==> config.mk <==
export PLATFORM = sky130hd
export DESIGN_NAME = memory_aware_admission_scheduler_unit
export DESIGN_NICKNAME = d
export VERILOG_FILES = /design/src/design/maau_pkg.sv /design/src/design/memory_aware_admission_scheduler_unit.sv /design/src/design/maau_alu.sv /design/src/design/maau_div.sv /design/src/design/maau_queue.sv
export VERILOG_INCLUDE_DIRS = /design/src /design/src/design
export SDC_FILE = /design/constraint.sdc
export NUM_CORES = 2
export LEC_CHECK = 0
export BUFFER_PORTS_ARGS = -buffer_cell sky130_fd_sc_hd__buf_2
export CAP_MARGIN = 20
export CELL_PAD_IN_SITES_DETAIL_PLACEMENT = 1
export CELL_PAD_IN_SITES_GLOBAL_PLACEMENT = 1
export CORE_MARGIN = 1
export CORE_UTILIZATION = 35
export DETAILED_ROUTE_END_ITERATION = 6
export GPL_TIMING_DRIVEN = 0
export PLACE_DENSITY_LB_ADDON = 0.25
export SLEW_MARGIN = 10
export SYNTH_ARGS = -nofsm -noshare
export SYNTH_HDL_FRONTEND = slang
export SYNTH_HIERARCHICAL = 1
export SYNTH_SLANG_ARGS = --single-unit
==> constraint.sdc <==
create_clock -name i_clk -period 19.9 [get_ports i_clk]
set_input_delay 0.995 -clock i_clk [delete_from_list [all_inputs] [get_ports i_clk]]
set_output_delay 0.995 -clock i_clk [all_outputs]
set_load 0.02 [all_outputs]
==> src/design/memory_aware_admission_scheduler_unit_defines.svh <==
// Assertion macros shared by the scheduler RTL.
// Depends on nothing; the using module must have i_clk and i_rst_n.
`ifndef MEMORY_AWARE_ADMISSION_SCHEDULER_UNIT_DEFINES_SVH
`define MEMORY_AWARE_ADMISSION_SCHEDULER_UNIT_DEFINES_SVH
`ifndef ASSERT_OFF
`define MAAU_ASSERT_IMP(lbl, ante, cons, msg) \
    lbl: assert property (@(posedge i_clk) disable iff (!i_rst_n) (ante) |-> (cons)) \
        else $error(msg);
`define MAAU_ASSERT_NXT(lbl, ante, cons, msg) \
    lbl: assert property (@(posedge i_clk) disable iff (!i_rst_n) (ante) |=> (cons)) \
        else $error(msg);
`else
`define MAAU_ASSERT_IMP(lbl, ante, cons, msg)
`define MAAU_ASSERT_NXT(lbl, ante, cons, msg)
`endif
`endif

==> src/design/maau_pkg.sv <==
// Shared constants, codes and types of the admission scheduler.
// Used by every module of the block; depends on nothing.
package maau_pkg;

    localparam int MaxClients = 16;
    localparam int ClientW    = 4;
    localparam int QAw        = $clog2(MaxClients);
    localparam int CountW     = $clog2(MaxClients + 1);
    localparam int MemW       = 48;
    localparam int PctW       = 7;
    localparam int DivW       = MemW + PctW;
    localparam int NoteCap    = 3 * MaxClients;
    localparam int NoteAw     = $clog2(NoteCap);
    localparam int NoteCntW   = $clog2(NoteCap + 1);
    localparam int GuardMax   = 4 * MaxClients + 4;
    localparam int GuardW     = $clog2(GuardMax + 1);

    localparam logic [PctW-1:0] Pct        = 7'd100;
    localparam logic [MemW-1:0] TotalReset = 48'd17179869184;
    localparam logic [PctW-1:0] ResReset   = 7'd10;

    // Event opcodes.
    localparam logic [1:0] OpRequest = 2'd0;
    localparam logic [1:0] OpRelease = 2'd1;
    localparam logic [1:0] OpUpdate  = 2'd2;
    localparam logic [1:0] OpDisconn = 2'd3;

    // Notice codes.
    localparam logic [1:0] NtGrant  = 2'd0;
    localparam logic [1:0] NtWait   = 2'd1;
    localparam logic [1:0] NtAvail  = 2'd2;
    localparam logic [1:0] NtStatus = 2'd3;

    // Scheduling modes.
    localparam logic [1:0] ModeAuto   = 2'd0;
    localparam logic [1:0] ModeSerial = 2'd1;
    localparam logic [1:0] ModeConc   = 2'd2;

    // Register indexes.
    localparam logic [1:0] CfgMode    = 2'd0;
    localparam logic [1:0] CfgTotal   = 2'd1;
    localparam logic [1:0] CfgReserve = 2'd2;

    // Queue operations.
    localparam logic [1:0] QNop       = 2'd0;
    localparam logic [1:0] QPushBack  = 2'd1;
    localparam logic [1:0] QPushFront = 2'd2;
    localparam logic [1:0] QTake      = 2'd3;

    typedef struct packed {
        logic [1:0]        opcode;
        logic [ClientW-1:0] client;
        logic [MemW-1:0]   memory_amount;
    } t_in;

    typedef struct packed {
        logic [ClientW-1:0] target_client;
        logic [1:0]        notice;
        logic [MemW-1:0]   memory_in_use;
        logic              device_busy;
        logic              last;
    } t_out;

    typedef struct packed {
        logic [ClientW-1:0] target;
        logic [1:0]        kind;
    } t_note;

    typedef struct packed {
        logic [1:0]        op;
        logic [QAw-1:0]    idx;
        logic [ClientW-1:0] val;
    } t_q_cmd;

    typedef struct packed {
        logic [CountW-1:0]  count;
        logic [ClientW-1:0] head;
        logic [ClientW-1:0] rd_data;
        logic               found;
        logic [QAw-1:0]     found_idx;
    } t_q_stat;

endpackage

==> src/design/memory_aware_admission_scheduler_unit.sv <==
// Channel    | Direction | Handshake                   | Payload
// in         | input     | i_in_valid / o_in_ready     | i_in_data (maau_pkg::t_in)
// out        | output    | o_out_valid / i_out_ready   | o_out_data (maau_pkg::t_out)
// cfg        | input     | i_cfg_we (no wait)          | i_cfg_idx, i_cfg_data
//
// An item first forms the scaled admission limit and is dispatched, then walks
// the schedule one queue step at a time (wait queue scans, grants, moves), then
// closes; each notice is read, loaded and held until taken, and so is the
// final status.
// o_in_ready is high only while idle. Synchronous active-low reset clears all queues,
// flags and the memory sum.
// Depends on maau_pkg, maau_alu, maau_div, maau_queue and the defines header.
`include "memory_aware_admission_scheduler_unit_defines.svh"

module memory_aware_admission_scheduler_unit (
    input  logic                      i_clk,
    input  logic                      i_rst_n,
    input  logic                      i_in_valid,
    output logic                      o_in_ready,
    input  maau_pkg::t_in             i_in_data,
    output logic                      o_out_valid,
    input  logic                      i_out_ready,
    output maau_pkg::t_out            o_out_data,
    input  logic                      i_cfg_we,
    input  logic [1:0]                i_cfg_idx,
    input  logic [maau_pkg::MemW-1:0] i_cfg_data
);

    localparam logic [4:0] S_IDLE  = 5'd0;
    localparam logic [4:0] S_DIV   = 5'd1;
    localparam logic [4:0] S_DISP  = 5'd2;
    localparam logic [4:0] S_UPD1  = 5'd3;
    localparam logic [4:0] S_UPD2  = 5'd4;
    localparam logic [4:0] S_REM1  = 5'd5;
    localparam logic [4:0] S_REM2  = 5'd6;
    localparam logic [4:0] S_REM3  = 5'd7;
    localparam logic [4:0] S_REM4  = 5'd8;
    localparam logic [4:0] S_SP    = 5'd9;
    localparam logic [4:0] S_CW    = 5'd10;
    localparam logic [4:0] S_DONE  = 5'd11;
    localparam logic [4:0] S_ORD   = 5'd12;
    localparam logic [4:0] S_OLD   = 5'd13;
    localparam logic [4:0] S_OWAIT = 5'd14;
    localparam logic [4:0] S_STLD  = 5'd15;
    localparam logic [4:0] S_STWT  = 5'd16;

    // Configuration.
    logic [1:0]                r_mode;
    logic [maau_pkg::MemW-1:0] r_total;
    logic [maau_pkg::PctW-1:0] r_res;

    // Event and scheduler state.
    logic [4:0]                    r_state;
    logic [1:0]                    r_op;
    logic [maau_pkg::ClientW-1:0]  r_c;
    logic [maau_pkg::MemW-1:0]     r_amt;
    logic [maau_pkg::DivW-1:0]     r_limit;
    logic [maau_pkg::MemW-1:0]     r_mem [maau_pkg::MaxClients];
    logic [maau_pkg::MaxClients-1:0] r_run;
    logic [maau_pkg::MemW-1:0]     r_sum;
    logic                          r_busy;
    logic [maau_pkg::CountW-1:0]   r_scan;
    logic [maau_pkg::GuardW-1:0]   r_guard;
    logic                          r_cw_done;
    logic                          r_cw_ret;
    logic                          r_sp_rem;
    logic [maau_pkg::NoteCntW-1:0] r_ncnt;
    logic [maau_pkg::NoteCntW-1:0] r_ridx;
    maau_pkg::t_note               r_note [maau_pkg::NoteCap];
    maau_pkg::t_note               r_note_rd;
    logic                          r_ov;
    maau_pkg::t_out                r_out;

    logic                          w_div_done;
    logic [maau_pkg::DivW-1:0]     w_div_limit;
    logic [maau_pkg::ClientW-1:0]  w_cur;
    logic [maau_pkg::MemW-1:0]     w_mem_rd;
    logic [maau_pkg::MemW-1:0]     w_b;
    logic [maau_pkg::MemW-1:0]     w_sat;
    logic [maau_pkg::MemW-1:0]     w_diff;
    logic                          w_fits;
    logic                          w_ge;
    logic                          w_can;
    logic                          w_newreq;
    logic                          w_emit;
    logic [1:0]                    w_kind;
    logic                          w_sp_proc;
    logic                          w_cw_hit;
    maau_pkg::t_q_cmd              w_pcmd;
    maau_pkg::t_q_cmd              w_wcmd;
    maau_pkg::t_q_stat             w_pstat;
    maau_pkg::t_q_stat             w_wstat;

    maau_div u_div (
        .i_clk     (i_clk),
        .i_rst_n   (i_rst_n),
        .i_start   (i_in_valid && o_in_ready),
        .i_total   (r_total),
        .i_reserve (r_res),
        .o_done    (w_div_done),
        .o_limit   (w_div_limit)
    );

    maau_queue u_pend (
        .i_clk   (i_clk),
        .i_rst_n (i_rst_n),
        .i_cmd   (w_pcmd),
        .i_find  (r_c),
        .o_stat  (w_pstat)
    );

    maau_queue u_wait (
        .i_clk   (i_clk),
        .i_rst_n (i_rst_n),
        .i_cmd   (w_wcmd),
        .i_find  (r_c),
        .o_stat  (w_wstat)
    );

    // Client under test this cycle.
    always_comb begin
        unique case (r_state)
            S_CW:    w_cur = w_wstat.rd_data;
            S_SP:    w_cur = w_pstat.head;
            default: w_cur = r_c;
        endcase
    end

    assign w_mem_rd = r_mem[w_cur];
    assign w_b      = (r_state == S_UPD2) ? r_amt : w_mem_rd;

    maau_alu u_alu (
        .i_a     (r_sum),
        .i_b     (w_b),
        .i_limit (r_limit),
        .o_sat   (w_sat),
        .o_fits  (w_fits),
        .o_diff  (w_diff),
        .o_ge    (w_ge)
    );

    // Admission check.
    always_comb begin
        if (r_mode == maau_pkg::ModeSerial)          w_can = !r_busy;
        else if (r_sum == '0)                        w_can = 1'b1;
        else if (r_mode == maau_pkg::ModeConc)       w_can = w_fits;
        else                                         w_can = w_fits || !r_busy;
    end

    assign w_newreq  = !r_run[r_c] && !w_pstat.found && !w_wstat.found;
    assign w_sp_proc = (r_guard < maau_pkg::GuardW'(maau_pkg::GuardMax))
                       && (w_pstat.count != '0);
    assign w_cw_hit  = (r_scan < w_wstat.count) && w_can;

    // Queue commands and notices for this cycle.
    always_comb begin
        w_pcmd = '{op: maau_pkg::QNop, idx: '0, val: w_cur};
        w_wcmd = '{op: maau_pkg::QNop, idx: '0, val: w_cur};
        w_emit = 1'b0;
        w_kind = maau_pkg::NtGrant;
        unique case (r_state)
            S_DISP: begin
                if (r_op == maau_pkg::OpRequest && w_newreq)
                    w_pcmd.op = maau_pkg::QPushBack;
            end
            S_CW: begin
                w_wcmd.idx = r_scan[maau_pkg::QAw-1:0];
                if (w_cw_hit) begin
                    w_wcmd.op = maau_pkg::QTake;
                    w_pcmd.op = maau_pkg::QPushFront;
                    w_emit    = 1'b1;
                    w_kind    = maau_pkg::NtAvail;
                end
            end
            S_SP: begin
                if (w_sp_proc) begin
                    w_pcmd.op = maau_pkg::QTake;
                    w_emit    = 1'b1;
                    if (!w_can) begin
                        w_wcmd.op = maau_pkg::QPushBack;
                        w_kind    = maau_pkg::NtWait;
                    end
                end
            end
            S_REM3: begin
                w_pcmd.idx = w_pstat.found_idx;
                w_wcmd.idx = w_wstat.found_idx;
                if (w_pstat.found) w_pcmd.op = maau_pkg::QTake;
                if (w_wstat.found) w_wcmd.op = maau_pkg::QTake;
            end
            default: begin
            end
        endcase
    end

    // Configuration writes.
    always_ff @(posedge i_clk) begin
        if (!i_rst_n) begin
            r_mode  <= maau_pkg::ModeAuto;
            r_total <= maau_pkg::TotalReset;
            r_res   <= maau_pkg::ResReset;
        end else if (i_cfg_we) begin
            unique case (i_cfg_idx)
                maau_pkg::CfgMode:    r_mode  <= i_cfg_data[1:0];
                maau_pkg::CfgTotal:   r_total <= i_cfg_data;
                maau_pkg::CfgReserve: r_res   <= i_cfg_data[maau_pkg::PctW-1:0];
                default: begin
                end
            endcase
        end
    end

    // Notice buffer.
    always_ff @(posedge i_clk) begin
        if (w_emit && (r_ncnt < maau_pkg::NoteCntW'(maau_pkg::NoteCap)))
            r_note[r_ncnt[maau_pkg::NoteAw-1:0]] <= '{target: w_cur, kind: w_kind};
        r_note_rd <= r_note[r_ridx[maau_pkg::NoteAw-1:0]];
    end

    // Event payload and output register contents.
    always_ff @(posedge i_clk) begin
        if (r_state == S_IDLE) begin
            r_op  <= i_in_data.opcode;
            r_c   <= i_in_data.client;
            r_amt <= i_in_data.memory_amount;
        end
        if (w_div_done) r_limit <= w_div_limit;
        if (r_state == S_OLD)
            r_out <= '{target_client: r_note_rd.target, notice: r_note_rd.kind,
                       memory_in_use: r_sum, device_busy: r_busy, last: 1'b0};
        else if (r_state == S_STLD)
            r_out <= '{target_client: r_c, notice: maau_pkg::NtStatus,
                       memory_in_use: r_sum, device_busy: r_busy, last: 1'b1};
    end

    // Sequencer.
    always_ff @(posedge i_clk) begin
        if (!i_rst_n) begin
            r_state   <= S_IDLE;
            r_run     <= '0;
            r_sum     <= '0;
            r_busy    <= 1'b0;
            r_scan    <= '0;
            r_guard   <= '0;
            r_cw_done <= 1'b0;
            r_cw_ret  <= 1'b0;
            r_sp_rem  <= 1'b0;
            r_ncnt    <= '0;
            r_ridx    <= '0;
            r_ov      <= 1'b0;
            for (int i = 0; i < maau_pkg::MaxClients; i++) r_mem[i] <= '0;
        end else begin
            if (w_emit && (r_ncnt < maau_pkg::NoteCntW'(maau_pkg::NoteCap)))
                r_ncnt <= r_ncnt + 1'b1;
            unique case (r_state)
                S_IDLE: begin
                    if (i_in_valid) begin
                        r_ncnt  <= '0;
                        r_state <= S_DIV;
                    end
                end
                S_DIV: begin
                    if (w_div_done) r_state <= S_DISP;
                end
                S_DISP: begin
                    r_guard   <= '0;
                    r_cw_done <= 1'b0;
                    r_sp_rem  <= 1'b0;
                    unique case (r_op)
                        maau_pkg::OpRequest: begin
                            if (w_newreq && (r_mode != maau_pkg::ModeSerial || !r_busy))
                                r_state <= S_SP;
                            else
                                r_state <= S_DONE;
                        end
                        maau_pkg::OpUpdate: r_state <= S_UPD1;
                        default:            r_state <= S_REM1;
                    endcase
                end
                S_UPD1: begin
                    r_mem[r_c] <= r_amt;
                    if (r_run[r_c]) begin
                        if (w_ge) r_sum <= w_diff;
                        r_state <= S_UPD2;
                    end else begin
                        r_state <= S_DONE;
                    end
                end
                S_UPD2: begin
                    r_sum   <= w_sat;
                    r_state <= S_DONE;
                end
                S_REM1: begin
                    if (r_run[r_c]) begin
                        r_sum        <= w_ge ? w_diff : '0;
                        r_run[r_c]   <= 1'b0;
                    end
                    r_state <= S_REM2;
                end
                S_REM2: begin
                    if (r_run == '0) begin
                        r_busy   <= 1'b0;
                        r_scan   <= '0;
                        r_guard  <= '0;
                        r_cw_ret <= 1'b0;
                        r_sp_rem <= 1'b1;
                        r_state  <= S_CW;
                    end else begin
                        r_state <= S_REM3;
                    end
                end
                S_REM3: begin
                    if (r_op == maau_pkg::OpDisconn) r_mem[r_c] <= '0;
                    r_state <= S_REM4;
                end
                S_REM4: begin
                    r_guard   <= '0;
                    r_cw_done <= 1'b0;
                    r_sp_rem  <= 1'b0;
                    r_state   <= r_busy ? S_DONE : S_SP;
                end
                S_SP: begin
                    if (w_sp_proc) begin
                        r_guard   <= r_guard + 1'b1;
                        r_cw_done <= 1'b0;
                        if (w_can) begin
                            r_run[w_cur] <= 1'b1;
                            r_busy       <= 1'b1;
                            r_sum        <= w_sat;
                            if (r_mode == maau_pkg::ModeSerial)
                                r_state <= r_sp_rem ? S_REM3 : S_DONE;
                        end
                    end else if (w_pstat.count == '0 && !r_cw_done
                                 && r_guard < maau_pkg::GuardW'(maau_pkg::GuardMax)) begin
                        r_scan   <= '0;
                        r_cw_ret <= 1'b1;
                        r_state  <= S_CW;
                    end else begin
                        r_state <= r_sp_rem ? S_REM3 : S_DONE;
                    end
                end
                S_CW: begin
                    if (r_scan >= w_wstat.count || w_cw_hit) begin
                        r_cw_done <= r_cw_ret;
                        r_state   <= S_SP;
                    end else begin
                        r_scan <= r_scan + 1'b1;
                    end
                end
                S_DONE: begin
                    r_ridx  <= '0;
                    r_state <= (r_ncnt == '0) ? S_STLD : S_ORD;
                end
                S_ORD: r_state <= S_OLD;
                S_OLD: begin
                    r_ov    <= 1'b1;
                    r_state <= S_OWAIT;
                end
                S_OWAIT: begin
                    if (i_out_ready) begin
                        r_ov    <= 1'b0;
                        r_ridx  <= r_ridx + 1'b1;
                        r_state <= (r_ridx + 1'b1 == r_ncnt) ? S_STLD : S_ORD;
                    end
                end
                S_STLD: begin
                    r_ov    <= 1'b1;
                    r_state <= S_STWT;
                end
                S_STWT: begin
                    if (i_out_ready) begin
                        r_ov    <= 1'b0;
                        r_state <= S_IDLE;
                    end
                end
                default: r_state <= S_IDLE;
            endcase
        end
    end

    assign o_in_ready  = r_state == S_IDLE;
    assign o_out_valid = r_ov;
    assign o_out_data  = r_out;

    `MAAU_ASSERT_IMP(a_ready_only_idle, o_in_ready, !o_out_valid,
        "input ready while a result is shown")
    `MAAU_ASSERT_IMP(a_queue_total, 1'b1,
        ({1'b0, w_pstat.count} + {1'b0, w_wstat.count})
            <= (maau_pkg::CountW + 1)'(maau_pkg::MaxClients),
        "pending plus waiting exceeds client count")
    `MAAU_ASSERT_IMP(a_idle_none_running, !r_busy, r_run == '0,
        "client running while device not busy")
    `MAAU_ASSERT_NXT(a_status_ends_item, o_out_valid && i_out_ready && o_out_data.last,
        o_in_ready, "block not idle after final status")

endmodule

==> src/design/maau_alu.sv <==
// Shared memory arithmetic: saturating add, admission fit compare, subtract.
// Depends on maau_pkg.
module maau_alu (
    input  logic [maau_pkg::MemW-1:0] i_a,
    input  logic [maau_pkg::MemW-1:0] i_b,
    input  logic [maau_pkg::DivW-1:0] i_limit,
    output logic [maau_pkg::MemW-1:0] o_sat,
    output logic                      o_fits,
    output logic [maau_pkg::MemW-1:0] o_diff,
    output logic                      o_ge
);

    logic [maau_pkg::MemW:0] w_full;
    logic [maau_pkg::DivW:0] w_ext;
    logic [maau_pkg::DivW:0] w_scaled;

    // One adder feeds both the saturating sum and the fit check.
    assign w_full = {1'b0, i_a} + {1'b0, i_b};
    assign o_sat  = w_full[maau_pkg::MemW] ? {maau_pkg::MemW{1'b1}}
                                            : w_full[maau_pkg::MemW-1:0];

    // A hundred times the sum is compared with the limit scaled by a hundred,
    // which gives the same answer as comparing against the truncated quotient.
    assign w_ext    = (maau_pkg::DivW + 1)'(w_full);
    assign w_scaled = (w_ext << 6) + (w_ext << 5) + (w_ext << 2);
    assign o_fits   = w_scaled <= {1'b0, i_limit};
    assign o_ge     = i_a >= i_b;
    assign o_diff   = i_a - i_b;

endmodule

==> src/design/maau_div.sv <==
// Admission limit unit: registers total * (100 - reserve), the limit scaled by a hundred.
// Depends on maau_pkg.
module maau_div (
    input  logic                      i_clk,
    input  logic                      i_rst_n,
    input  logic                      i_start,
    input  logic [maau_pkg::MemW-1:0] i_total,
    input  logic [maau_pkg::PctW-1:0] i_reserve,
    output logic                      o_done,
    output logic [maau_pkg::DivW-1:0] o_limit
);

    logic [maau_pkg::PctW-1:0] w_res;
    logic [maau_pkg::PctW-1:0] w_keep;
    logic [maau_pkg::DivW-1:0] w_prod;

    logic                      r_done;
    logic [maau_pkg::DivW-1:0] r_prod;

    // Clamp the reserve and form the scaled limit.
    assign w_res  = (i_reserve > maau_pkg::Pct) ? maau_pkg::Pct : i_reserve;
    assign w_keep = maau_pkg::Pct - w_res;
    assign w_prod = maau_pkg::DivW'(i_total) * maau_pkg::DivW'(w_keep);

    // Control: done is registered from start, so the product is ready in the cycle after start.
    always_ff @(posedge i_clk) begin
        if (!i_rst_n) begin
            r_done <= 1'b0;
        end else begin
            r_done <= i_start;
        end
    end

    // Datapath.
    always_ff @(posedge i_clk) begin
        if (i_start) r_prod <= w_prod;
    end

    assign o_done  = r_done;
    assign o_limit = r_prod;

endmodule

==> src/design/maau_queue.sv <==
// Client FIFO with push back, push front, take at any place and lookup.
// Depends on maau_pkg.
module maau_queue (
    input  logic                         i_clk,
    input  logic                         i_rst_n,
    input  maau_pkg::t_q_cmd             i_cmd,
    input  logic [maau_pkg::ClientW-1:0] i_find,
    output maau_pkg::t_q_stat            o_stat
);

    logic [maau_pkg::ClientW-1:0] r_q [maau_pkg::MaxClients];
    logic [maau_pkg::CountW-1:0]  r_count;
    logic                         w_found;
    logic [maau_pkg::QAw-1:0]     w_fidx;
    logic                         w_full;

    assign w_full = r_count == maau_pkg::CountW'(maau_pkg::MaxClients);

    // First valid entry that holds the looked-up client.
    always_comb begin
        w_found = 1'b0;
        w_fidx  = '0;
        for (int i = maau_pkg::MaxClients - 1; i >= 0; i--) begin
            if ((maau_pkg::CountW'(i) < r_count) && (r_q[i] == i_find)) begin
                w_found = 1'b1;
                w_fidx  = maau_pkg::QAw'(i);
            end
        end
    end

    // Fill count.
    always_ff @(posedge i_clk) begin
        if (!i_rst_n) begin
            r_count <= '0;
        end else begin
            unique case (i_cmd.op)
                maau_pkg::QPushBack,
                maau_pkg::QPushFront: begin
                    if (!w_full) r_count <= r_count + 1'b1;
                end
                maau_pkg::QTake: begin
                    if ({1'b0, i_cmd.idx} < r_count) r_count <= r_count - 1'b1;
                end
                default: begin
                end
            endcase
        end
    end

    // Entries shift in place.
    always_ff @(posedge i_clk) begin
        unique case (i_cmd.op)
            maau_pkg::QPushBack: begin
                if (!w_full) r_q[r_count[maau_pkg::QAw-1:0]] <= i_cmd.val;
            end
            maau_pkg::QPushFront: begin
                if (!w_full) begin
                    r_q[0] <= i_cmd.val;
                    for (int j = 1; j < maau_pkg::MaxClients; j++) r_q[j] <= r_q[j-1];
                end
            end
            maau_pkg::QTake: begin
                if ({1'b0, i_cmd.idx} < r_count) begin
                    for (int j = 0; j < maau_pkg::MaxClients - 1; j++) begin
                        if (maau_pkg::QAw'(j) >= i_cmd.idx) r_q[j] <= r_q[j+1];
                    end
                end
            end
            default: begin
            end
        endcase
    end

    assign o_stat.count     = r_count;
    assign o_stat.head      = r_q[0];
    assign o_stat.rd_data   = r_q[i_cmd.idx];
    assign o_stat.found     = w_found;
    assign o_stat.found_idx = w_fidx;

endmodule
==> summary.md <==
The flow ran to the end, but the final reports show violations. The checks that failed: design-rule violations. The run gives 0.0973 ns as the setup clock skew after layout. Number of global-route vias before repair: 71800. For this design, the sink count on the clock tree is 1576. The worst-case vdd ir drop came out at 0.000202 V. The tools report the critical path capture point type as a register.

The clock network fraction of total power is 17.4%, and the power after layout is 19.7 mW. Compared with the post-synthesis result, the final layout area differs by 13.0%. The starting density of the core is 35.3%. The root buffer cell chosen for the clock tree is clkbuf_16.

Path class of the lowest-slack min-delay path: in -> reg. Static timing analysis puts the maximum clock frequency at 0.0525 GHz. The setup TNS came out at 0 ns. For this run, the detailed router's first-pass iteration total came to 7. The post-synthesis area per instance came out at 11.0 µm². The analysis attributes to net switching a power of 9.35 mW. The tools report the placed instance count as 12200. At the end of the flow, the number of nets in the layout was 9528. Counting cells, the worst reg-to-reg path comes to 61. In the final layout, the share of cells above drive strength 1 is 10.9%.

The combinational share of power was 61.7%; the routed length per instance was 24.7 µm. Number of warnings reported in the yosys synthesis log: 6. At the end of routability-driven placement, the weighted congestion stood at 0.923.

The final wirelength was 308000 µm; the number of nets produced by synthesis was 9142. The routed layout has 67100 vias. Leaving out filler cells and counting taps, the final layout contains 12500.

The average vias per placed instance is 5.37. Setup repair after global routing left no endpoint under its margin. For the utilization of the core after routing, the log shows 39.9%.

The number of max-slew violations in the final report is 0. The largest buffer count on any clock path is 4. On the critical path, the stage with the largest delay is an instance of nor4_1.

Entering global routing, the biggest net connects 67 pins. For this run, the total global-route usage over all layers was measured as 22.6%. The tools report the total internal power as 10.4 mW.

The floorplan step defined a die boundary enclosing 268000 µm². The number of remaining DRC errors was 2; the number of antenna violations at the first check in global routing was 11. For this design the static power due to leakage is 42.6 nW. The die extent in x was 518 µm; the total grt overflow was 0. For the signal arrival time at the worst endpoint, the log shows 19.60 ns. Sequential cells account for 20.8% of the total power. The H-tree was split into 4 levels.

The number of clock buffers added by TritonCTS is 186. In this run the vertical extent of the chip is 518 µm. Once routing completed, OpenROAD measured the worst setup slack at 0.861 ns. The run gives 0 as the max capacitance violation total. The worst setup path is launched from a register. Once placement finished, the instance area stood at 99000 µm². Before CTS, the worst setup slack after placement is -0.416 ns. The total standard cell area after synthesis is 93100 µm². The worst setup path is of the reg -> reg kind.

The transition time at the pin with the least slew margin is 1.35 ns, and the relative slew slack is 8.94%. For the hold violation count in the final report, the log shows 0. The clock slew seen by the registers of the worst setup and hold paths was 0.06 ns; the top-level port count was 167.

The highest cell delay on the worst timing path is 0.71 ns, and the number of cells on the worst hold path is 1. The count of buffers inserted at the top-level ports is 166. After layout, the minimum clock period comes to 19.04 ns. The first-pass GRT wire length is 461000 µm. Area of the placeable core: 263000 µm². The maximum fanout along the worst path is 66, and the initial detailed-routing violation count is 4760. The later pin in the worst-skew pair is clocked with a latency of 0.88 ns. The final instance area was 105000 µm². In the finished design, the share of the clock period the worst path needs comes to 95.7%. The logs give 8448 for the synthesized instance count and 188 for the standard-cell row count. Setup violations remaining at the end of the flow were counted as 0. For this design, the CTS-stage hold fixing added 0 buffers. The run gives 0.284 ns as the smallest hold slack.

Net switching is 47.4% of the power. At the worst endpoint, the required time is 20.46 ns. Summed over all nets, the half-perimeter wirelength after detailed placement is 235000 µm. Power spread over the standard cell area amounts to 188 nW/µm². TritonCTS built the clock tree. The number of nets with antenna violations after detailed routing was 0.
[flip-flops by register name (all words and copies together), names as in the netlist, 7 cells and up]
name	cells
r_limit	55
r_note	288
r_amt	48
r_sum	48
r_guard	7
r_mem	768
u_pend/r_q	64
r_total	48
u_wait/r_q	64
r_res	7
o_out_data	56
u_div/o_limit	55
r_run	16
[repair_timing]
action,CTS,global route
resized for setup,7,21
setup endpoints to repair,209,147
pin swaps,1,1
setup buffers,2,0
[cells in the final DEF (no fill, tap or decap), drive strengths merged, types with 77 or more instances in the layout]
cell,instances
nand4,79
mux4,115
dfxtp,173
nor2,1035
nand3,218
clkinv,77
and2,315
clkbuf,575
a21o,147
ha,326
mux2,89
edfxtp,1403
inv,516
mux2i,473
nand2,918
xor2,134
xnor2,212
a21oi,343
buf,378
fa,259
o21ai,200
a22oi,99
[power by group through the flow]
stage / logic [mW] / clock network (mW) / registers [mW]
2_1_floorplan: 8.24 / 0 / 4.09
3_3_place_gp: 11.6 / 0 / 4.22
3_5_place_dp: 12.1 / 0 / 4.18
4_1_cts: 12.2 / 3.51 / 4.11
5_1_grt: 13.4 / 3.61 / 4.13
6_report: 12.2 / 3.44 / 4.11
[critical path, delay by kind of cell (launching register included)]
family | cells | cell delay (ns)
simple gates | 14 | 4.64
compound gates | 23 | 6.15
fa+ha+maj | 5 | 1.36
xor+xnor | 3 | 0.73
mux | 3 | 1.32
flops | 1 | 0.63
buf+inv | 13 | 3.83
[path summary, 6_finish.rpt]
| check | from | slack [ns] | to |
|---|---|---|---|
| setup reg to reg | r_c[0]$_DFFE_PP_ | 0.86 | u_wait/r_q[10][2]$_DFFE_PP_ |
| hold reg to reg | u_div/o_limit[15]$_DFFE_PP_ | 0.42 | r_limit[15]$_DFFE_PP_ |
| setup / recovery | r_c[0]$_DFFE_PP_ | 0.86 | u_wait/r_q[10][2]$_DFFE_PP_ |
| hold / removal | i_in_data[14] | 0.28 | r_amt[14]$_DFFE_PP_ |
[final cells by class]
| type | instances | area (µm²) |
|---|---|---|
| Antenna cell | 2 | 5.00 |
| Buffer | 534 | 2360 |
| Clock buffer | 221 | 4860 |
| Clock inverter | 113 | 1180 |
| Fill cell | 28900 | 158000 |
| Inverter | 514 | 1940 |
| Multi-Input combinational cell | 5824 | 43400 |
| Sequential cell | 1576 | 45600 |
| Tap cell | 3515 | 4400 |
| Timing Repair Buffer | 198 | 1390 |
[routing by layer]
layer  wire length, µm  global-route usage [%]  up-vias
met5                13                       0        -
met4             12500                    8.74        2
met3             13800                    2.54      469
met2            152000                    39.3     1712
met1            130000                    28.8    34300
li1                  -                       -    30600
Note: power is estimated with default switching activity, not from simulation.
